===== config.mk =====
export PLATFORM = sky130hd
export DESIGN_NAME = one_wire_temp_sensor_master_core
export DESIGN_NICKNAME = d
export VERILOG_FILES = /design/src/rtl/owtm_pkg.sv /design/src/rtl/one_wire_temp_sensor_master_core.sv /design/src/rtl/owtm_temp_conv.sv /design/src/rtl/owtm_engine.sv
export SDC_FILE = /design/constraint.sdc
export NUM_CORES = 1
export LEC_CHECK = 0
export BUFFER_PORTS_ARGS = -buffer_cell sky130_fd_sc_hd__buf_2
export CAP_MARGIN = 20
export CORE_MARGIN = 8
export CORE_UTILIZATION = 56
export DETAILED_ROUTE_END_ITERATION = 16
export PLACE_DENSITY = 0.84
export SYNTH_ARGS = -nofsm -noshare
export SYNTH_HDL_FRONTEND = slang
export SYNTH_SLANG_ARGS = --single-unit
export TNS_END_PERCENT = 100

===== constraint.sdc =====
create_clock -name clock -period 5.7 [get_ports clock]
set_input_delay 0.855 -clock clock [delete_from_list [all_inputs] [get_ports clock]]
set_output_delay 0.855 -clock clock [all_outputs]
set_load 0.005 [all_outputs]

===== src/rtl/owtm_pkg.sv =====
// owtm_pkg: word types, opcodes, register indexes and reset values for the
// one-wire bus master core. No dependencies.
`default_nettype none

package owtm_pkg;

   localparam int CFG_WIDTH = 10;
   localparam int CFG_COUNT = 8;

   localparam logic [2:0] OP_TICK  = 3'd0;
   localparam logic [2:0] OP_RESET = 3'd1;
   localparam logic [2:0] OP_WRITE = 3'd2;
   localparam logic [2:0] OP_READ  = 3'd3;
   localparam logic [2:0] OP_TEMP  = 3'd4;

   localparam logic [2:0] REG_RESET_LOW     = 3'd0;
   localparam logic [2:0] REG_RESET_RELEASE = 3'd1;
   localparam logic [2:0] REG_PRESENCE_WAIT = 3'd2;
   localparam logic [2:0] REG_PRESENCE_LOW  = 3'd3;
   localparam logic [2:0] REG_SLOT_SHORT    = 3'd4;
   localparam logic [2:0] REG_SLOT_LONG     = 3'd5;
   localparam logic [2:0] REG_READ_SAMPLE   = 3'd6;
   localparam logic [2:0] REG_READ_RECOVERY = 3'd7;

   typedef struct packed {
      logic [2:0] opcode;
      logic [7:0] data_byte;
      logic       line_level;
   } req_type;

   typedef struct packed {
      logic               drive_low;
      logic               busy_res;
      logic               done_res;
      logic               presence_fail;
      logic [7:0]         byte_read;
      logic signed [11:0] temperature;
      logic               rejected;
   } rsp_type;

   typedef struct packed {
      logic [CFG_WIDTH-1:0] reset_low_ticks;
      logic [CFG_WIDTH-1:0] reset_release_ticks;
      logic [CFG_WIDTH-1:0] presence_wait_limit;
      logic [CFG_WIDTH-1:0] presence_low_limit;
      logic [CFG_WIDTH-1:0] slot_short_ticks;
      logic [CFG_WIDTH-1:0] slot_long_ticks;
      logic [CFG_WIDTH-1:0] read_sample_ticks;
      logic [CFG_WIDTH-1:0] read_recovery_ticks;
   } cfg_type;

   localparam cfg_type CFG_RESET = '{
      reset_low_ticks:     10'd750,
      reset_release_ticks: 10'd15,
      presence_wait_limit: 10'd200,
      presence_low_limit:  10'd240,
      slot_short_ticks:    10'd2,
      slot_long_ticks:     10'd60,
      read_sample_ticks:   10'd12,
      read_recovery_ticks: 10'd50
   };

   localparam logic [7:0] CMD_SKIP_ROM   = 8'hCC;
   localparam logic [7:0] CMD_CONVERT    = 8'h44;
   localparam logic [7:0] CMD_READ_SCRATCH = 8'hBE;

   localparam logic [7:0]  NEG_HIGH_LIMIT = 8'd7;
   localparam logic [15:0] TEMP_POS_MAX   = 16'd1279;
   localparam logic [15:0] TEMP_NEG_MAX   = 16'd1280;

endpackage

`default_nettype wire


===== src/rtl/one_wire_temp_sensor_master_core.sv =====
// one_wire_temp_sensor_master_core: one-wire bus master top level with the
// configuration registers and the result register. Depends on owtm_pkg, owtm_engine.
// The result word of an accepted word is registered and is offered in the cycle after.
// Throughput: one word per cycle unless a held result is stalled; the result register
// lets a new word in while the previous result is taken in the same cycle.
// Reset: synchronous, clears the sequencer to idle, empties the result register
// and loads the default timing registers.
`default_nettype none

module one_wire_temp_sensor_master_core #(
   parameter int TICK_COUNT_WIDTH = 10
) (
   input  wire logic              clock,
   input  wire logic              reset,
   input  wire logic              req_valid,
   output logic                   req_stall,
   input  wire owtm_pkg::req_type req_word,
   output logic                   rsp_valid,
   input  wire logic              rsp_stall,
   output owtm_pkg::rsp_type      rsp_word,
   input  wire logic              csr_write_enable,
   input  wire logic [2:0]        csr_index,
   input  wire logic [owtm_pkg::CFG_WIDTH-1:0] csr_data
);
   import owtm_pkg::*;

   cfg_type cfg_ff;
   rsp_type rsp_ff;
   rsp_type rsp_in;
   logic    rsp_valid_ff;
   logic    accept;

   assign req_stall = rsp_valid_ff && rsp_stall;
   assign accept    = req_valid && !req_stall;
   assign rsp_valid = rsp_valid_ff;
   assign rsp_word  = rsp_ff;

   owtm_engine #(
      .TICK_COUNT_WIDTH (TICK_COUNT_WIDTH)
   ) u_engine (
      .clock  (clock),
      .reset  (reset),
      .accept (accept),
      .req    (req_word),
      .cfg    (cfg_ff),
      .rsp    (rsp_in)
   );

   always_ff @(posedge clock) begin
      if (reset) begin
         cfg_ff <= CFG_RESET;
      end else if (csr_write_enable) begin
         case (csr_index)
            REG_RESET_LOW:     cfg_ff.reset_low_ticks     <= csr_data;
            REG_RESET_RELEASE: cfg_ff.reset_release_ticks <= csr_data;
            REG_PRESENCE_WAIT: cfg_ff.presence_wait_limit <= csr_data;
            REG_PRESENCE_LOW:  cfg_ff.presence_low_limit  <= csr_data;
            REG_SLOT_SHORT:    cfg_ff.slot_short_ticks    <= csr_data;
            REG_SLOT_LONG:     cfg_ff.slot_long_ticks     <= csr_data;
            REG_READ_SAMPLE:   cfg_ff.read_sample_ticks   <= csr_data;
            default:           cfg_ff.read_recovery_ticks <= csr_data;
         endcase
      end
   end

   always_ff @(posedge clock) begin
      if (reset) begin
         rsp_valid_ff <= 1'b0;
      end else if (accept) begin
         rsp_valid_ff <= 1'b1;
      end else if (!rsp_stall) begin
         rsp_valid_ff <= 1'b0;
      end
   end

   always_ff @(posedge clock) begin
      if (accept) begin
         rsp_ff <= rsp_in;
      end
   end

endmodule

`default_nettype wire


===== src/rtl/owtm_temp_conv.sv =====
// owtm_temp_conv: raw sensor reading to tenths of a degree (x5 >> 3),
// saturated, two's complement. Depends on owtm_pkg.
`default_nettype none

module owtm_temp_conv (
   input  wire logic [7:0]         high_byte,
   input  wire logic [7:0]         low_byte,
   output logic signed [11:0]      temperature
);
   import owtm_pkg::*;

   logic [15:0] raw;
   logic        neg;
   logic [15:0] mag;
   logic [18:0] times5;
   logic [15:0] tenths;
   logic [11:0] mag_sat;

   always_comb begin
      raw    = {high_byte, low_byte};
      neg    = (high_byte > NEG_HIGH_LIMIT);
      mag    = neg ? (16'd0 - raw) : raw;
      times5 = {1'b0, mag, 2'b00} + {3'b000, mag};
      tenths = times5[18:3];
      if (neg) begin
         mag_sat     = (tenths > TEMP_NEG_MAX) ? TEMP_NEG_MAX[11:0] : tenths[11:0];
         temperature = signed'(12'd0 - mag_sat);
      end else begin
         mag_sat     = (tenths > TEMP_POS_MAX) ? TEMP_POS_MAX[11:0] : tenths[11:0];
         temperature = signed'(mag_sat);
      end
   end

endmodule

`default_nettype wire


===== src/rtl/owtm_engine.sv =====
// owtm_engine: bus phase sequencer, slot timer and command sequence state.
// Depends on owtm_pkg and owtm_temp_conv.
`default_nettype none

module owtm_engine #(
   parameter int TICK_COUNT_WIDTH = 10
) (
   input  wire logic             clock,
   input  wire logic             reset,
   input  wire logic             accept,
   input  wire owtm_pkg::req_type req,
   input  wire owtm_pkg::cfg_type cfg,
   output owtm_pkg::rsp_type     rsp
);
   import owtm_pkg::*;

   localparam int CMP_W = (TICK_COUNT_WIDTH + 1 > CFG_WIDTH) ? TICK_COUNT_WIDTH + 1 : CFG_WIDTH;

   localparam logic [3:0] STEP_RESET_A     = 4'd0;
   localparam logic [3:0] STEP_SKIP_A      = 4'd1;
   localparam logic [3:0] STEP_CONVERT     = 4'd2;
   localparam logic [3:0] STEP_RESET_B     = 4'd3;
   localparam logic [3:0] STEP_SKIP_B      = 4'd4;
   localparam logic [3:0] STEP_SCRATCH     = 4'd5;
   localparam logic [3:0] STEP_READ_LOW    = 4'd6;
   localparam logic [3:0] STEP_READ_HIGH   = 4'd7;
   localparam logic [3:0] STEP_RESET_ONLY  = 4'd8;
   localparam logic [3:0] STEP_WRITE_ONLY  = 4'd9;
   localparam logic [3:0] STEP_READ_ONLY   = 4'd10;

   typedef enum logic [11:0] {
      PH_IDLE    = 12'b0000_0000_0001,
      PH_RST_LOW = 12'b0000_0000_0010,
      PH_RST_REL = 12'b0000_0000_0100,
      PH_PW_HIGH = 12'b0000_0000_1000,
      PH_PW_LOW  = 12'b0000_0001_0000,
      PH_W1_LOW  = 12'b0000_0010_0000,
      PH_W1_HIGH = 12'b0000_0100_0000,
      PH_W0_LOW  = 12'b0000_1000_0000,
      PH_W0_HIGH = 12'b0001_0000_0000,
      PH_RD_LOW  = 12'b0010_0000_0000,
      PH_RD_WAIT = 12'b0100_0000_0000,
      PH_RD_REC  = 12'b1000_0000_0000
   } phase_type;

   typedef struct packed {
      phase_type  phase;
      logic [7:0] shift;
   } start_type;

   function automatic phase_type bit_phase(input logic [7:0] shift);
      return shift[0] ? PH_W1_LOW : PH_W0_LOW;
   endfunction

   function automatic start_type start_op(input logic [3:0] step, input logic [7:0] shift);
      start_type s;
      s.shift = shift;
      s.phase = PH_RST_LOW;
      case (step)
         STEP_RESET_A, STEP_RESET_B, STEP_RESET_ONLY: begin
            s.phase = PH_RST_LOW;
         end
         STEP_SKIP_A, STEP_SKIP_B: begin
            s.shift = CMD_SKIP_ROM;
            s.phase = bit_phase(CMD_SKIP_ROM);
         end
         STEP_CONVERT: begin
            s.shift = CMD_CONVERT;
            s.phase = bit_phase(CMD_CONVERT);
         end
         STEP_SCRATCH: begin
            s.shift = CMD_READ_SCRATCH;
            s.phase = bit_phase(CMD_READ_SCRATCH);
         end
         STEP_WRITE_ONLY: begin
            s.phase = bit_phase(shift);
         end
         default: begin
            s.shift = 8'd0;
            s.phase = PH_RD_LOW;
         end
      endcase
      return s;
   endfunction

   phase_type                   phase_ff, phase_in;
   logic [TICK_COUNT_WIDTH-1:0] tick_ff, tick_in;
   logic [2:0]                  bit_ff, bit_in;
   logic [7:0]                  shift_ff, shift_in;
   logic [3:0]                  step_ff, step_in;
   logic [7:0]                  low_byte_ff, low_byte_in;
   logic                        presence_ff, presence_in;
   logic signed [11:0]          temp_ff, temp_in;
   logic [7:0]                  byte_held_ff, byte_held_in;

   logic [CFG_WIDTH-1:0]        limit;
   logic [TICK_COUNT_WIDTH:0]   tick_inc;
   logic                        hit;
   logic [TICK_COUNT_WIDTH-1:0] tick_elapse;
   logic                        fin;
   logic                        nb;
   logic                        done;
   logic                        rej;
   logic signed [11:0]          temp_conv;
   start_type                   st;

   owtm_temp_conv u_temp (
      .high_byte   (shift_ff),
      .low_byte    (low_byte_ff),
      .temperature (temp_conv)
   );

   always_comb begin
      case (phase_ff)
         PH_RST_LOW: limit = cfg.reset_low_ticks;
         PH_RST_REL: limit = cfg.reset_release_ticks;
         PH_PW_HIGH: limit = cfg.presence_wait_limit;
         PH_PW_LOW:  limit = cfg.presence_low_limit;
         PH_W1_LOW:  limit = cfg.slot_short_ticks;
         PH_W0_LOW:  limit = cfg.slot_long_ticks;
         PH_W1_HIGH: limit = cfg.slot_long_ticks;
         PH_W0_HIGH: limit = cfg.slot_short_ticks;
         PH_RD_LOW:  limit = cfg.slot_short_ticks;
         PH_RD_WAIT: limit = cfg.read_sample_ticks;
         PH_RD_REC:  limit = cfg.read_recovery_ticks;
         default:    limit = cfg.slot_short_ticks;
      endcase
      tick_inc    = {1'b0, tick_ff} + {{TICK_COUNT_WIDTH{1'b0}}, 1'b1};
      hit         = (CMP_W'(tick_inc) >= CMP_W'(limit)) || (&tick_ff);
      tick_elapse = hit ? '0 : tick_inc[TICK_COUNT_WIDTH-1:0];
   end

   always_comb begin
      phase_in     = phase_ff;
      tick_in      = tick_ff;
      bit_in       = bit_ff;
      shift_in     = shift_ff;
      step_in      = step_ff;
      low_byte_in  = low_byte_ff;
      presence_in  = presence_ff;
      temp_in      = temp_ff;
      byte_held_in = byte_held_ff;
      fin          = 1'b0;
      nb           = 1'b0;
      done         = 1'b0;
      rej          = 1'b0;
      st           = start_op(step_ff, shift_ff);

      if (phase_ff == PH_IDLE) begin
         if (req.opcode inside {OP_RESET, OP_WRITE, OP_READ, OP_TEMP}) begin
            case (req.opcode)
               OP_RESET: step_in = STEP_RESET_ONLY;
               OP_WRITE: step_in = STEP_WRITE_ONLY;
               OP_READ:  step_in = STEP_READ_ONLY;
               default:  step_in = STEP_RESET_A;
            endcase
            if (req.opcode == OP_WRITE) begin
               shift_in = req.data_byte;
            end
            st       = start_op(step_in, shift_in);
            phase_in = st.phase;
            shift_in = st.shift;
            tick_in  = '0;
            bit_in   = 3'd0;
         end
      end else begin
         rej = (req.opcode != OP_TICK);
         case (phase_ff)
            PH_RST_LOW: begin
               tick_in = tick_elapse;
               if (hit) phase_in = PH_RST_REL;
            end
            PH_RST_REL: begin
               tick_in = tick_elapse;
               if (hit) phase_in = PH_PW_HIGH;
            end
            PH_PW_HIGH: begin
               if (!req.line_level) begin
                  tick_in  = '0;
                  phase_in = PH_PW_LOW;
               end else begin
                  tick_in = tick_elapse;
                  if (hit) begin
                     presence_in = 1'b1;
                     fin         = 1'b1;
                  end
               end
            end
            PH_PW_LOW: begin
               if (req.line_level) begin
                  tick_in     = '0;
                  presence_in = 1'b0;
                  fin         = 1'b1;
               end else begin
                  tick_in = tick_elapse;
                  if (hit) begin
                     presence_in = 1'b1;
                     fin         = 1'b1;
                  end
               end
            end
            PH_W1_LOW: begin
               tick_in = tick_elapse;
               if (hit) phase_in = PH_W1_HIGH;
            end
            PH_W0_LOW: begin
               tick_in = tick_elapse;
               if (hit) phase_in = PH_W0_HIGH;
            end
            PH_W1_HIGH, PH_W0_HIGH: begin
               tick_in = tick_elapse;
               if (hit) begin
                  shift_in = {1'b0, shift_ff[7:1]};
                  nb       = 1'b1;
               end
            end
            PH_RD_LOW: begin
               tick_in = tick_elapse;
               if (hit) phase_in = PH_RD_WAIT;
            end
            PH_RD_WAIT: begin
               tick_in = tick_elapse;
               if (hit) begin
                  shift_in = {req.line_level, shift_ff[7:1]};
                  phase_in = PH_RD_REC;
               end
            end
            PH_RD_REC: begin
               tick_in = tick_elapse;
               if (hit) nb = 1'b1;
            end
            default: begin
               phase_in = PH_IDLE;
               tick_in  = '0;
            end
         endcase

         // next bit of the byte, or the end of this byte
         if (nb) begin
            if (&bit_ff) begin
               fin = 1'b1;
            end else begin
               bit_in  = bit_ff + 3'd1;
               tick_in = '0;
               if (phase_ff == PH_RD_REC) begin
                  phase_in = PH_RD_LOW;
               end else begin
                  phase_in = bit_phase(shift_in);
               end
            end
         end

         if (fin) begin
            if (step_ff == STEP_READ_LOW)  low_byte_in  = shift_in;
            if (step_ff == STEP_READ_HIGH) temp_in      = temp_conv;
            if (step_ff == STEP_READ_ONLY) byte_held_in = shift_in;
            if (step_ff < STEP_READ_HIGH) begin
               step_in  = step_ff + 4'd1;
               st       = start_op(step_in, shift_in);
               phase_in = st.phase;
               shift_in = st.shift;
               tick_in  = '0;
               bit_in   = 3'd0;
            end else begin
               phase_in = PH_IDLE;
               tick_in  = '0;
               done     = 1'b1;
            end
         end
      end

      rsp.drive_low     = (phase_in inside {PH_RST_LOW, PH_W1_LOW, PH_W0_LOW, PH_RD_LOW});
      rsp.busy_res      = (phase_in != PH_IDLE);
      rsp.done_res      = done;
      rsp.presence_fail = presence_in;
      rsp.byte_read     = byte_held_in;
      rsp.temperature   = temp_in;
      rsp.rejected      = rej;
   end

   always_ff @(posedge clock) begin
      if (reset) begin
         phase_ff     <= PH_IDLE;
         tick_ff      <= '0;
         bit_ff       <= 3'd0;
         shift_ff     <= 8'd0;
         step_ff      <= STEP_RESET_A;
         low_byte_ff  <= 8'd0;
         presence_ff  <= 1'b0;
         temp_ff      <= 12'sd0;
         byte_held_ff <= 8'd0;
      end else if (accept) begin
         phase_ff     <= phase_in;
         tick_ff      <= tick_in;
         bit_ff       <= bit_in;
         shift_ff     <= shift_in;
         step_ff      <= step_in;
         low_byte_ff  <= low_byte_in;
         presence_ff  <= presence_in;
         temp_ff      <= temp_in;
         byte_held_ff <= byte_held_in;
      end
   end

   a_idle_no_reject: assert property (@(posedge clock) disable iff (reset)
      accept && (phase_ff == PH_IDLE) |-> !rsp.rejected)
      else $error("command rejected while idle");

   a_command_starts: assert property (@(posedge clock) disable iff (reset)
      accept && (phase_ff == PH_IDLE) &&
      (req.opcode == OP_RESET || req.opcode == OP_WRITE ||
       req.opcode == OP_READ || req.opcode == OP_TEMP) |=> (phase_ff != PH_IDLE))
      else $error("command did not leave idle");

   a_presence_seen: assert property (@(posedge clock) disable iff (reset)
      accept && (phase_ff == PH_PW_LOW) && req.line_level |=> !presence_ff)
      else $error("presence pulse end not recorded");

   a_done_idle: assert property (@(posedge clock) disable iff (reset)
      accept && rsp.done_res |=> (phase_ff == PH_IDLE) && (tick_ff == '0))
      else $error("completion did not return to idle");

endmodule

`default_nettype wire


==> impl_metrics.prom, run 1 <==
# TYPE chip_impl_metric gauge
chip_impl_metric{name="routedWlPerCell",unit="µm"} 18.7
chip_impl_metric{name="clock_path_buffers",unit=""} 2
chip_impl_metric{name="core.rowCount",unit=""} 49
chip_impl_metric{name="n_antenna_cell",unit=""} 0
chip_impl_metric{name="timing.reg2reg.setup_slack",unit="ns"} 0.26
chip_impl_metric{name="gp_routability_congestion",unit=""} 0.934
chip_impl_info{name="min-delay-start",value="u_engine.byte_held_ff[7]"} 1
chip_impl_metric{name="sw_frac_of_total",unit="%"} 33.0
chip_impl_metric{name="die_area",unit="µm²"} 22600
chip_impl_metric{name="clock-sinks",unit=""} 172
chip_impl_metric{name="route.vias.total",unit=""} 9965
chip_impl_metric{name="power.net_switching",unit="W"} 0.00105
chip_impl_metric{name="number_of_cells_on_the_worst_hold_path",unit=""} 2
chip_impl_metric{name="wl_final",unit="µm"} 29100
chip_impl_metric{name="finalHoldViolations",unit=""} 0
chip_impl_info{name="cts_tree",value="done"} 1
chip_impl_metric{name="synth-seq-area-share",unit="%"} 36.5
chip_impl_info{name="path_class",value="reg -> reg"} 1
chip_impl_metric{name="power.share.combinational",unit="%"} 22.4
chip_impl_info{name="ctsRootBufferMaster",value="clkbuf_16"} 1
chip_impl_metric{name="clock-skew-final",unit="ns"} 0.0122
chip_impl_metric{name="final-instance-count-excl-fill",unit=""} 1551
chip_impl_metric{name="pin_count",unit=""} 57
chip_impl_info{name="timing.critical_path.to_type",value="flip-flop"} 1
chip_impl_info{name="worst_r2r_endpoint",value="rsp_word[5]"} 1
chip_impl_metric{name="timing.max_slew.rel_slack",unit="%"} 38.0
chip_impl_metric{name="dr.first_iter.drc_count",unit=""} 1082
chip_impl_metric{name="number_of_distinct_library_cells_after_synthesis",unit=""} 79
chip_impl_metric{name="via_to_cell_ratio",unit=""} 6.42
chip_impl_info{name="setup.worst_path.start_class",value="flip-flop"} 1
chip_impl_metric{name="async_flop_share",unit="%"} 0
chip_impl_metric{name="p_clk_share",unit="%"} 36.7
chip_impl_info{name="ys.flop_type",value="dfxtp_1"} 1
chip_impl_metric{name="wire_length_of_the_first_global_routing_pass",unit="µm"} 46400
chip_impl_metric{name="port_buffer_cells",unit=""} 56
chip_impl_metric{name="grt-ovfl-total",unit=""} 0
chip_impl_metric{name="post_synth_inst_count",unit=""} 1283
chip_impl_metric{name="detail_route.first_pass.iterations",unit=""} 7
chip_impl_metric{name="first_global_vias",unit=""} 9307
chip_impl_metric{name="worst-endpoint-arrival",unit="ns"} 5.66
chip_impl_metric{name="drc",unit=""} 0
chip_impl_metric{name="die_y",unit="µm"} 150
chip_impl_metric{name="synth_enable_flop_cells",unit=""} 25
chip_impl_metric{name="p_int",unit="W"} 0.00214
chip_impl_metric{name="timing.fmax",unit="MHz"} 184
chip_impl_metric{name="slew_viol_final",unit=""} 0
chip_impl_metric{name="syn_area_per_cell",unit="µm²"} 7.88
chip_impl_info{name="worst_hold_endpoint",value="u_engine.byte_held_ff[7]"} 1
chip_impl_metric{name="final.period_utilization",unit="%"} 95.4
chip_impl_metric{name="core_area",unit="µm²"} 17800
chip_impl_metric{name="share_of_final_layout_standard_cells_stronger_than_drive_strength_1",unit="%"} 12.3
chip_impl_info{name="rsz0062_at_grt",value="no"} 1
chip_impl_metric{name="tns",unit="ns"} 0
chip_impl_metric{name="seq_power_share",unit="%"} 40.8
chip_impl_metric{name="hpwl",unit="µm"} 20400
chip_impl_metric{name="h-tree-depth",unit=""} 4
chip_impl_metric{name="die_w",unit="µm"} 150
chip_impl_metric{name="initial_core_util",unit="%"} 56.7
chip_impl_metric{name="worst_slew_pin_slew",unit="ns"} 0.926
chip_impl_metric{name="antenna_violations_before_repair",unit=""} 0
chip_impl_metric{name="clock_latency",unit="ns"} 0.44
chip_impl_metric{name="cp.required",unit="ns"} 5.92
chip_impl_metric{name="max_cap_violations",unit=""} 0
chip_impl_metric{name="layout_min_cycle_time",unit="ns"} 5.44
chip_impl_info{name="r2r-start",value="u_engine.low_byte_ff[2]"} 1
chip_impl_metric{name="ant_nets",unit=""} 0
chip_impl_metric{name="synth_fp_nets",unit=""} 1346
chip_impl_info{name="min_path_type",value="reg -> reg"} 1
chip_impl_metric{name="fillers",unit=""} 1495
chip_impl_metric{name="grt_util_all_layers",unit="%"} 25.2
chip_impl_metric{name="placed_cell_count",unit=""} 1517
chip_impl_metric{name="timing.critical_path.fanout_max",unit=""} 9
chip_impl_metric{name="yosys_warnings",unit=""} 0
chip_impl_metric{name="report.final.setup_viol",unit=""} 0
chip_impl_metric{name="cts_hold_buffers",unit=""} 0
chip_impl_metric{name="cts_inserted_buffers",unit=""} 17
chip_impl_metric{name="pin_count_of_the_biggest_net_entering_global_routing",unit=""} 58
chip_impl_metric{name="r2r_cell_count",unit=""} 19
chip_impl_metric{name="synth.ff_latch_count",unit=""} 172
chip_impl_metric{name="final_core_utilization",unit="%"} 63.1
chip_impl_metric{name="power_per_cell_area",unit="nW/µm²"} 283
chip_impl_metric{name="net_count_final",unit=""} 1372
chip_impl_metric{name="vdd_ir_drop_max",unit="µV"} 217
chip_impl_metric{name="worst_setup_hold_path_clk_slew",unit="ns"} 0.08
chip_impl_metric{name="syn_to_final_growth",unit="%"} 11.4
chip_impl_metric{name="post_synth_instance_area",unit="µm²"} 10100
chip_impl_metric{name="static-leakage-power",unit="nW"} 4.49
chip_impl_info{name="result_of_the_run",value="finished clean"} 1
logic make-up (layout without fill, tap and decap cells):
kind of cell | after synthesis | count (layout) | share of synthesized area [%]
and+or+nand+nor | 561 | 561 | 26.0
DFF | 172 | 172 | 36.5
AOI/OAI and AO/OA | 321 | 321 | 20.5
buffers and inverters | 104 | 143 | 3.96
xor gates and xnor gates | 38 | 38 | 3.36
muxes | 54 | 54 | 5.53
adders and majority gates | 33 | 33 | 4.16
worst max-delay path by stage:
stage                               endpoint               startpoint  cells after the start
floorplan                       rsp_word[11]     u_engine.shift_ff[4]                     22
global placement                rsp_word[11]     u_engine.shift_ff[7]                     18
detailed placement  u_engine.byte_held_ff[1]     u_engine.phase_ff[6]                     19
CTS                 u_engine.byte_held_ff[1]     u_engine.phase_ff[6]                     19
global route                    rsp_word[11]     u_engine.shift_ff[4]                     19
finish                           rsp_word[5]  u_engine.low_byte_ff[2]                     19
state kept, by name (all words and copies together) (netlist names), 3 cells and up:
name and cells:
u_engine.step_ff 4, u_engine.low_byte_ff 8, rsp_word 25, u_engine.tick_ff 10, u_engine.temp_ff 12, u_engine.byte_held_ff 8, u_engine.phase_ff 12, u_engine.shift_ff 8
cfg_ff 80, u_engine.bit_ff 3
routing by layer:
layer  vias up  part of all wire [%]  track usage (%)
li1       4693                     -                -
met5         -                     0                0
met4         0                   2.7             11.3
met3        80                   7.5             4.36
met1      4697                    42             31.6
met2       495                    48             41.8
through the flow:
step	instance area, µm²	total power, W	worst slack (ns)	hold WS [ns]
floorplan	10100	0.00183	0.188	0.432
global placement	10600	0.00200	0.388	0.438
detailed placement	10600	0.00202	0.307	0.446
CTS	11200	0.00317	0.254	0.456
global route	11300	0.00331	0.00202	0.477
finish	11300	0.00319	0.260	0.455
critical path, stage by stage (launching register included):
cell and delay (ns):
dfxtp_1 0.39, nor4_1 0.47, nand2_1 0.20, o31ai_1 0.27, xnor2_1 0.22, ha_1 0.37
a21oi_1 0.24, o221ai_1 0.14, buf_4 0.18, or2_2 0.27, o211ai_1 0.45, nand2_1 0.20
and4bb_2 0.38, o21a_4 0.18, nand2_1 0.07, ha_1 0.29, nand2_1 0.18, o2bb2ai_1 0.12
a211o_1 0.29, o21ai_0 0.30
layout by cell type, fill, tap and decap left out, types with 12 or more instances in the layout:
| cell type | n |
|---|---|
| or3_1 | 15 |
| mux2i_1 | 42 |
| ha_1 | 32 |
| buf_2 | 55 |
| xor2_1 | 15 |
| nor2b_1 | 12 |
| edfxtp_1 | 25 |
| nand2_1 | 238 |
| inv_1 | 20 |
| xnor2_1 | 21 |
| a211oi_1 | 13 |
| nor3_1 | 32 |
| buf_4 | 33 |
| nand3_1 | 54 |
| a222oi_1 | 20 |
| nand2b_1 | 16 |
| nor2_1 | 110 |
| a21oi_1 | 133 |
| dfxtp_1 | 145 |
| clkbuf_16 | 17 |
| o21ai_0 | 58 |
Yosys cell counts, types with 8 or more instances:
cell | number | area (µm²)
ha_1 | 32 | 400
xor2_1 | 15 | 131
dfxtp_1 | 147 | 2940
inv_1 | 21 | 78.8
or3_1 | 15 | 93.8
a211oi_1 | 14 | 105
nor2_1 | 110 | 413
mux2_2 | 11 | 124
clkbuf_1 | 75 | 282
nand2_1 | 238 | 893
edfxtp_1 | 25 | 751
a21oi_1 | 133 | 666
mux2i_1 | 42 | 420
nor4_1 | 14 | 87.6
xnor2_1 | 22 | 193
a222oi_1 | 20 | 200
nor3_1 | 33 | 165
nand3_1 | 54 | 270
nand2b_1 | 16 | 100
nand4_1 | 8 | 50.1
and2_1 | 9 | 56.3
o21a_1 | 10 | 75.1
nor2b_1 | 12 | 75.1
o21ai_0 | 58 | 290
and3_1 | 11 | 68.8
layout make-up:
type	instances	area, µm²	area share [%]
multi-input cells	1007	6060	53.8
inverters	22	82.6	0.733
well taps	229	287	2.54
clock inverters	13	149	1.32
flip-flops and latches	172	3700	32.8
clock buffers	19	453	4.02
repair buffers	89	534	4.74
power groups by stage:
stage	Sequential (W)	Clock, W	Combinational, W
2_1_floorplan	0.00131	0	0.000524
3_3_place_gp	0.00133	0	0.000672
3_5_place_dp	0.00133	0	0.000689
4_1_cts	0.00130	0.00118	0.000695
5_1_grt	0.00131	0.00123	0.000776
6_report	0.00130	0.00117	0.000716
timing repair:
action	4_1_cts	5_1_grt
gates resized for setup	0	7
setup buffers	0	1
setup endpoints to repair	0	26
hold endpoints to repair	0	0
Power figures use the tool's default switching activity.
==> inputs of run 2 (changes only) <==
Settings changed: PLACE_DENSITY 0.84 to 0.83.
==> impl_metrics.prom, run 2 (same netlist as run 1, synthesis figures left out) <==
# TYPE chip_impl_metric gauge
chip_impl_info{name="result_of_the_run",value="finished clean"} 1
chip_impl_metric{name="max_cap_violations",unit=""} 0
chip_impl_metric{name="dr.first_iter.drc_count",unit=""} 1139
chip_impl_metric{name="pin_count_of_the_biggest_net_entering_global_routing",unit=""} 84
chip_impl_metric{name="cp.required",unit="ns"} 5.89
chip_impl_metric{name="crit_path_max_incr_delay",unit="ns"} 0.59
chip_impl_info{name="path_class",value="reg -> reg"} 1
chip_impl_metric{name="share_of_final_layout_standard_cells_stronger_than_drive_strength_1",unit="%"} 12.1
chip_impl_metric{name="worst_setup_hold_path_clk_slew",unit="ns"} 0.07
chip_impl_metric{name="post-cts-setup-buffer-count",unit=""} 0
chip_impl_info{name="crit_path_top_delay_cell",value="or4_1"} 1
chip_impl_metric{name="via_to_cell_ratio",unit=""} 6.32
chip_impl_metric{name="timing.hold.ws",unit="ns"} 0.455
chip_impl_metric{name="drc",unit=""} 0
chip_impl_metric{name="first_global_vias",unit=""} 9283
chip_impl_metric{name="final.period_utilization",unit="%"} 94.8
chip_impl_metric{name="report.final.setup_viol",unit=""} 0
chip_impl_metric{name="clock-skew-final",unit="ns"} 0.0213
chip_impl_info{name="layout_common_cells",value="nand2_1, dfxtp_1, a21oi_1"} 1
chip_impl_info{name="setup.worst_path.start_class",value="flip-flop"} 1
chip_impl_metric{name="layout_min_cycle_time",unit="ns"} 5.40
chip_impl_metric{name="net_count_final",unit=""} 1374
chip_impl_metric{name="timing.max_slew.rel_slack",unit="%"} 37.1
chip_impl_metric{name="slew_viol_final",unit=""} 0
chip_impl_metric{name="cts_inserted_buffers",unit=""} 17
chip_impl_info{name="layout.cells.most_common",value="nand2_1"} 1
chip_impl_metric{name="static-leakage-power",unit="nW"} 4.50
chip_impl_metric{name="worst-endpoint-arrival",unit="ns"} 5.59
chip_impl_metric{name="largest_register_ffs",unit=""} 80
chip_impl_metric{name="h-tree-depth",unit=""} 4
chip_impl_metric{name="tns",unit="ns"} 0
chip_impl_metric{name="routedWlPerCell",unit="µm"} 18.2
chip_impl_info{name="largest_register",value="cfg_ff"} 1
chip_impl_metric{name="die_w",unit="µm"} 150
chip_impl_info{name="worstPathCellList",value="or4_1, o31ai_1, or2_2, ha_1, nand3_1, or4_4, and3_1, xnor2_2, nor4b_4, and4bb_2, o21a_4, nand2_1, ha_1, nand3_1, o211a_1, a211o_1, mux2_4"} 1
chip_impl_metric{name="core.rowCount",unit=""} 49
chip_impl_metric{name="worst_slew_pin_slew",unit="ns"} 0.943
chip_impl_metric{name="n_antenna_cell",unit=""} 0
chip_impl_metric{name="grt_util_all_layers",unit="%"} 25.2
chip_impl_metric{name="clock_latency",unit="ns"} 0.45
chip_impl_info{name="timing.critical_path.to_type",value="flip-flop"} 1
chip_impl_metric{name="finalHoldViolations",unit=""} 0
chip_impl_metric{name="antenna_violations_before_repair",unit=""} 0
chip_impl_metric{name="timing.critical_path.fanout_max",unit=""} 10
chip_impl_metric{name="vdd_ir_drop_max",unit="µV"} 209
chip_impl_metric{name="port_buffer_cells",unit=""} 56
chip_impl_metric{name="clock-sinks",unit=""} 172
chip_impl_metric{name="pin_count",unit=""} 57
chip_impl_metric{name="core_area",unit="µm²"} 17800
chip_impl_metric{name="gp_routability_congestion",unit=""} 0.913
chip_impl_metric{name="die_y",unit="µm"} 150
chip_impl_metric{name="hpwl",unit="µm"} 20000
chip_impl_info{name="min_path_type",value="reg -> reg"} 1
chip_impl_metric{name="timing.fmax",unit="MHz"} 185
chip_impl_metric{name="grt-ovfl-total",unit=""} 0
chip_impl_metric{name="die_area",unit="µm²"} 22600
chip_impl_info{name="rsz0062_at_grt",value="no"} 1
chip_impl_metric{name="wire_length_of_the_first_global_routing_pass",unit="µm"} 46400
chip_impl_metric{name="power_per_cell_area",unit="nW/µm²"} 288
chip_impl_info{name="cts_tree",value="done"} 1
chip_impl_metric{name="ant_nets",unit=""} 0
chip_impl_metric{name="overall_power_consumption",unit="W"} 0.00325
chip_impl_metric{name="route.vias.total",unit=""} 9814
chip_impl_metric{name="clock_path_buffers",unit=""} 2
chip_impl_metric{name="detail_route.first_pass.iterations",unit=""} 5
chip_impl_metric{name="initial_core_util",unit="%"} 56.7
chip_impl_info{name="ctsRootBufferMaster",value="clkbuf_16"} 1
chip_impl_metric{name="syn_to_final_growth",unit="%"} 11.7
chip_impl_metric{name="wl_final",unit="µm"} 28300
## run 2: changes by cell type in the layout (fill, tap and decap cells not counted), moves of 2 or more
cell / change
clkinv_4: -3
buf_4: +2
clkbuf_8: -2
dfxtp_1: +2
dfxtp_2: -2
inv_12: +2
inv_6: -2
inv_8: +2
## run 2: final cells by class
| class | count | area [µm²] |
|---|---|---|
| clock buffer | 17 | 425 |
| clock inverter | 15 | 214 |
| fill | 1499 | 6550 |
| inverter | 22 | 82.6 |
| multi-input combinational | 1007 | 6040 |
| sequential | 172 | 3690 |
| tap | 229 | 287 |
| timing repair buffer | 91 | 549 |
## run 2: where the power goes
part	total [W]	internal, W	switching, W
registers	0.00130	0.00126	0.0000339
clock network	0.00123	0.000646	0.000589
logic	0.000714	0.000264	0.000450
## run 2: timing repair
action                                  in CTS  in global routing
hold buffers                                 0                  0
gates resized for setup                      0                  3
endpoints found under the setup margin       0                  6
## run 2: metrics by stage
stage               utilization [%]  worst slack [ns]  instances  cell area (µm²)
global placement               59.6             0.505       1519            10600
detailed placement             59.6             0.286       1519            10600
global route                   63.3            0.0129       1553            11300
finish                         63.3             0.297       1553            11300
CTS                            63.1             0.229       1551            11300
floorplan                         -             0.188       1283            10100
## run 2: worst max-delay path: cells and delay by family (launching register included)
| kind | cells | cell delay, ns |
|---|---|---|
| multiplexers | 1 | 0.27 |
| flip-flops | 1 | 0.42 |
| AND/OR/NAND/NOR | 9 | 2.35 |
| AO/OA/AOI/OAI | 4 | 1.19 |
| adder cells (fa/ha/maj) | 2 | 0.48 |
| XOR/XNOR | 1 | 0.42 |
## run 2: final timing paths
| check | startpoint | to | slack, ns | depth (start not counted) |
|---|---|---|---|---|
| worst min register to register | u_engine.temp_ff[4] | u_engine.temp_ff[4] | 0.45 | 2 |
| worst max register to register | u_engine.shift_ff[7] | rsp_word[11] | 0.30 | 17 |
| worst max-delay path | u_engine.shift_ff[7] | rsp_word[11] | 0.30 | 17 |
| worst min-delay path | u_engine.temp_ff[4] | u_engine.temp_ff[4] | 0.45 | 2 |
## run 2: metal layers
layer / vias up / GRT usage (%) / share of wire [%]
li1: 4675 / - / -
met5: - / 0 / 0
met4: 0 / 9.60 / 1.8
met1: 4597 / 31.8 / 42
met3: 50 / 4.15 / 8.0
met2: 492 / 42.3 / 49
==> inputs of run 3 (changes only) <==
Settings changed: SYNTH_HIERARCHICAL set to 1.
==> impl_metrics.prom, run 3 <==
# TYPE chip_impl_metric gauge
chip_impl_metric{name="die_area",unit="µm²"} 24500
chip_impl_info{name="synth.area.top_cells",value="dfxtp_1, mux2i_1, edfxtp_1"} 1
chip_impl_metric{name="crit_path_max_incr_delay",unit="ns"} 0.69
chip_impl_metric{name="clock_path_buffers",unit=""} 2
chip_impl_metric{name="clock-skew-final",unit="ns"} 0.0133
chip_impl_info{name="ys.flop_type",value="dfxtp_1"} 1
chip_impl_info{name="worstPathCellList",value="or4_1, nor4_1, and3b_1, a22oi_1, nand4_1, o21ai_0, ha_1, nand2_1, o21ai_0, o21bai_1, a22o_1, mux2_2, o211a_1, o2111ai_1, o311ai_1"} 1
chip_impl_metric{name="gp_routability_congestion",unit=""} 0.911
chip_impl_metric{name="via_to_cell_ratio",unit=""} 6.36
chip_impl_metric{name="syn_area_per_cell",unit="µm²"} 8.87
chip_impl_metric{name="finalHoldViolations",unit=""} 0
chip_impl_metric{name="post_synth_inst_count",unit=""} 1247
chip_impl_metric{name="h-tree-depth",unit=""} 4
chip_impl_metric{name="worst_slew_pin_slew",unit="ns"} 0.984
chip_impl_metric{name="power_per_cell_area",unit="nW/µm²"} 253
chip_impl_metric{name="synth-seq-area-share",unit="%"} 33.4
chip_impl_metric{name="cp.required",unit="ns"} 5.85
chip_impl_metric{name="initial_core_util",unit="%"} 57.0
chip_impl_metric{name="timing.critical_path.fanout_max",unit=""} 12
chip_impl_metric{name="synth.ff_latch_count",unit=""} 172
chip_impl_info{name="crit_path_top_delay_cell",value="and3b_1"} 1
chip_impl_metric{name="cts_inserted_buffers",unit=""} 17
chip_impl_metric{name="fillers",unit=""} 1642
chip_impl_info{name="setup.worst_path.start_class",value="flip-flop"} 1
chip_impl_metric{name="clock-sinks",unit=""} 172
chip_impl_info{name="result_of_the_run",value="finished clean"} 1
chip_impl_metric{name="post_synth_instance_area",unit="µm²"} 11100
chip_impl_metric{name="routedWlPerCell",unit="µm"} 18.7
chip_impl_metric{name="number_of_cells_on_the_worst_hold_path",unit=""} 2
chip_impl_info{name="min_path_type",value="reg -> reg"} 1
chip_impl_metric{name="yosys_warnings",unit=""} 6
chip_impl_metric{name="core.rowCount",unit=""} 51
chip_impl_metric{name="slew_viol_final",unit=""} 0
chip_impl_metric{name="synth_enable_flop_cells",unit=""} 25
chip_impl_metric{name="net_count_final",unit=""} 1329
chip_impl_info{name="netlist_top_cells_count",value="dfxtp_1, nor2_1, mux2i_1, nand2_1, nand2b_1"} 1
chip_impl_metric{name="number_of_distinct_library_cells_after_synthesis",unit=""} 110
chip_impl_metric{name="report.final.setup_viol",unit=""} 0
chip_impl_metric{name="max_cap_violations",unit=""} 0
chip_impl_metric{name="n_antenna_cell",unit=""} 0
chip_impl_info{name="rsz0062_at_grt",value="no"} 1
chip_impl_metric{name="synth_fp_nets",unit=""} 1309
chip_impl_info{name="path_class",value="reg -> reg"} 1
chip_impl_metric{name="grt-ovfl-total",unit=""} 0
chip_impl_metric{name="timing.max_slew.rel_slack",unit="%"} 34.1
chip_impl_metric{name="layout_min_cycle_time",unit="ns"} 5.42
chip_impl_metric{name="clock_latency",unit="ns"} 0.43
chip_impl_metric{name="pin_count",unit=""} 57
chip_impl_metric{name="port_buffer_cells",unit=""} 56
chip_impl_metric{name="largest_register_ffs",unit=""} 80
chip_impl_metric{name="timing.hold.ws",unit="ns"} 0.474
chip_impl_metric{name="hpwl",unit="µm"} 20100
chip_impl_info{name="timing.critical_path.to_type",value="flip-flop"} 1
chip_impl_metric{name="final.period_utilization",unit="%"} 95.0
chip_impl_info{name="critical-path-top-delay-family",value="simple AND/OR/NAND/NOR gates"} 1
chip_impl_metric{name="wire_length_of_the_first_global_routing_pass",unit="µm"} 46800
chip_impl_metric{name="worst_setup_hold_path_clk_slew",unit="ns"} 0.07
chip_impl_metric{name="ant_nets",unit=""} 0
chip_impl_metric{name="r2r_cell_count",unit=""} 15
chip_impl_metric{name="grt_util_all_layers",unit="%"} 23.4
chip_impl_metric{name="drc",unit=""} 0
chip_impl_metric{name="timing.fmax",unit="MHz"} 185
chip_impl_metric{name="share_of_final_layout_standard_cells_stronger_than_drive_strength_1",unit="%"} 16.6
chip_impl_metric{name="critical_path_buf_inv_count",unit=""} 0
chip_impl_metric{name="synth_largest_type_area_fraction",unit="%"} 26.6
chip_impl_metric{name="core_area",unit="µm²"} 19400
chip_impl_metric{name="worst-endpoint-arrival",unit="ns"} 5.56
chip_impl_metric{name="detail_route.first_pass.iterations",unit=""} 8
chip_impl_metric{name="vdd_ir_drop_max",unit="µV"} 186
chip_impl_metric{name="die_w",unit="µm"} 157
chip_impl_metric{name="antenna_violations_before_repair",unit=""} 0
chip_impl_metric{name="worstSetupPathDepth",unit=""} 15
chip_impl_info{name="post-synth-top-count-cell",value="dfxtp_1"} 1
chip_impl_metric{name="die_y",unit="µm"} 157
chip_impl_metric{name="route.vias.total",unit=""} 9821
chip_impl_info{name="synth_top_cell_by_area",value="dfxtp_1"} 1
chip_impl_info{name="largest_register",value="cfg_ff"} 1
chip_impl_metric{name="syn_to_final_growth",unit="%"} 9.75
chip_impl_info{name="layout.cells.most_common",value="dfxtp_1"} 1
chip_impl_info{name="cts_tree",value="done"} 1
chip_impl_metric{name="first_global_vias",unit=""} 9495
chip_impl_info{name="layout_common_cells",value="dfxtp_1, nor2_1, mux2i_1"} 1
chip_impl_metric{name="dr.first_iter.drc_count",unit=""} 1146
chip_impl_metric{name="tns",unit="ns"} 0
chip_impl_metric{name="static-leakage-power",unit="nW"} 5.14
chip_impl_info{name="ctsRootBufferMaster",value="clkbuf_16"} 1
chip_impl_metric{name="pin_count_of_the_biggest_net_entering_global_routing",unit=""} 81
chip_impl_metric{name="cts_hold_buffers",unit=""} 0
chip_impl_info{name="crit_path_frequent_cell",value="o21ai_0"} 1
chip_impl_metric{name="async_flop_share",unit="%"} 0
chip_impl_metric{name="wl_final",unit="µm"} 28900
[run 3: cell families after synthesis]
kind of cell,after synthesis,synth area share (%)
and+or+nand+nor,468,23.6
AOI/OAI and AO/OA,308,20.5
DFF,172,33.4
buffers and inverters,114,4.98
muxes,107,9.95
xor gates and xnor gates,46,3.88
adders and majority gates,32,3.69
[run 3: worst paths after layout]
path                            slack (ns)             startpoint           end
worst min register to register        0.47             cfg_ff[34]    cfg_ff[34]
worst min-delay path                  0.47             cfg_ff[34]    cfg_ff[34]
worst max register to register        0.28  u_engine/phase_ff[10]  rsp_word[24]
worst max-delay path                  0.28  u_engine/phase_ff[10]  rsp_word[24]
[run 3: area by class of cell]
type                    count  area, µm²  area share [%]
well taps                 265        332            2.73
clock inverters            12        120           0.990
multi-input cells         961       6870            56.6
clock buffers              20        478            3.94
inverters                  20       75.1           0.619
repair buffers             95        573            4.72
flip-flops and latches    172       3690            30.4
[run 3: where the power goes]
part | internal [W] | leakage (nW) | switching (W)
registers | 0.00127 | 1.44 | 0.0000281
logic | 0.000235 | 3.39 | 0.000376
clock network | 0.000630 | 0.299 | 0.000529
total | 0.00214 | 5.14 | 0.000934
[run 3: per-layer routing]
layer / routed length (µm) / GRT usage (%) / up-vias
met3: 2100 / 3.75 / 79
met1: 12100 / 28.9 / 4634
li1: - / - / 4646
met4: 927 / 10.4 / 0
met5: 0 / 0 / -
met2: 13800 / 39.6 / 462
[run 3: stage by stage]
stage	instance area, µm²	util, %	total power [W]	worst slack [ns]	cells
floorplan	11100	-	0.00177	0.0823	1247
global placement	11500	59.3	0.00190	0.338	1511
detailed placement	11500	59.3	0.00191	0.256	1512
CTS	12100	62.4	0.00307	0.186	1544
global route	12100	62.6	0.00319	0.0211	1545
finish	12100	62.6	0.00307	0.284	1545
[run 3: timing repair]
item | CTS | global route
setup buffers | 0 | 1
setup endpoints to repair | 0 | 6
resized for setup | 0 | 6
[run 3: worst min-delay path: cells and delay by family, from the launching register on]
| family | cells | cell delay (ns) |
|---|---|---|
| muxes | 1 | 0.06 |
| DFF | 1 | 0.31 |
| and+or+nand+nor | 1 | 0.06 |
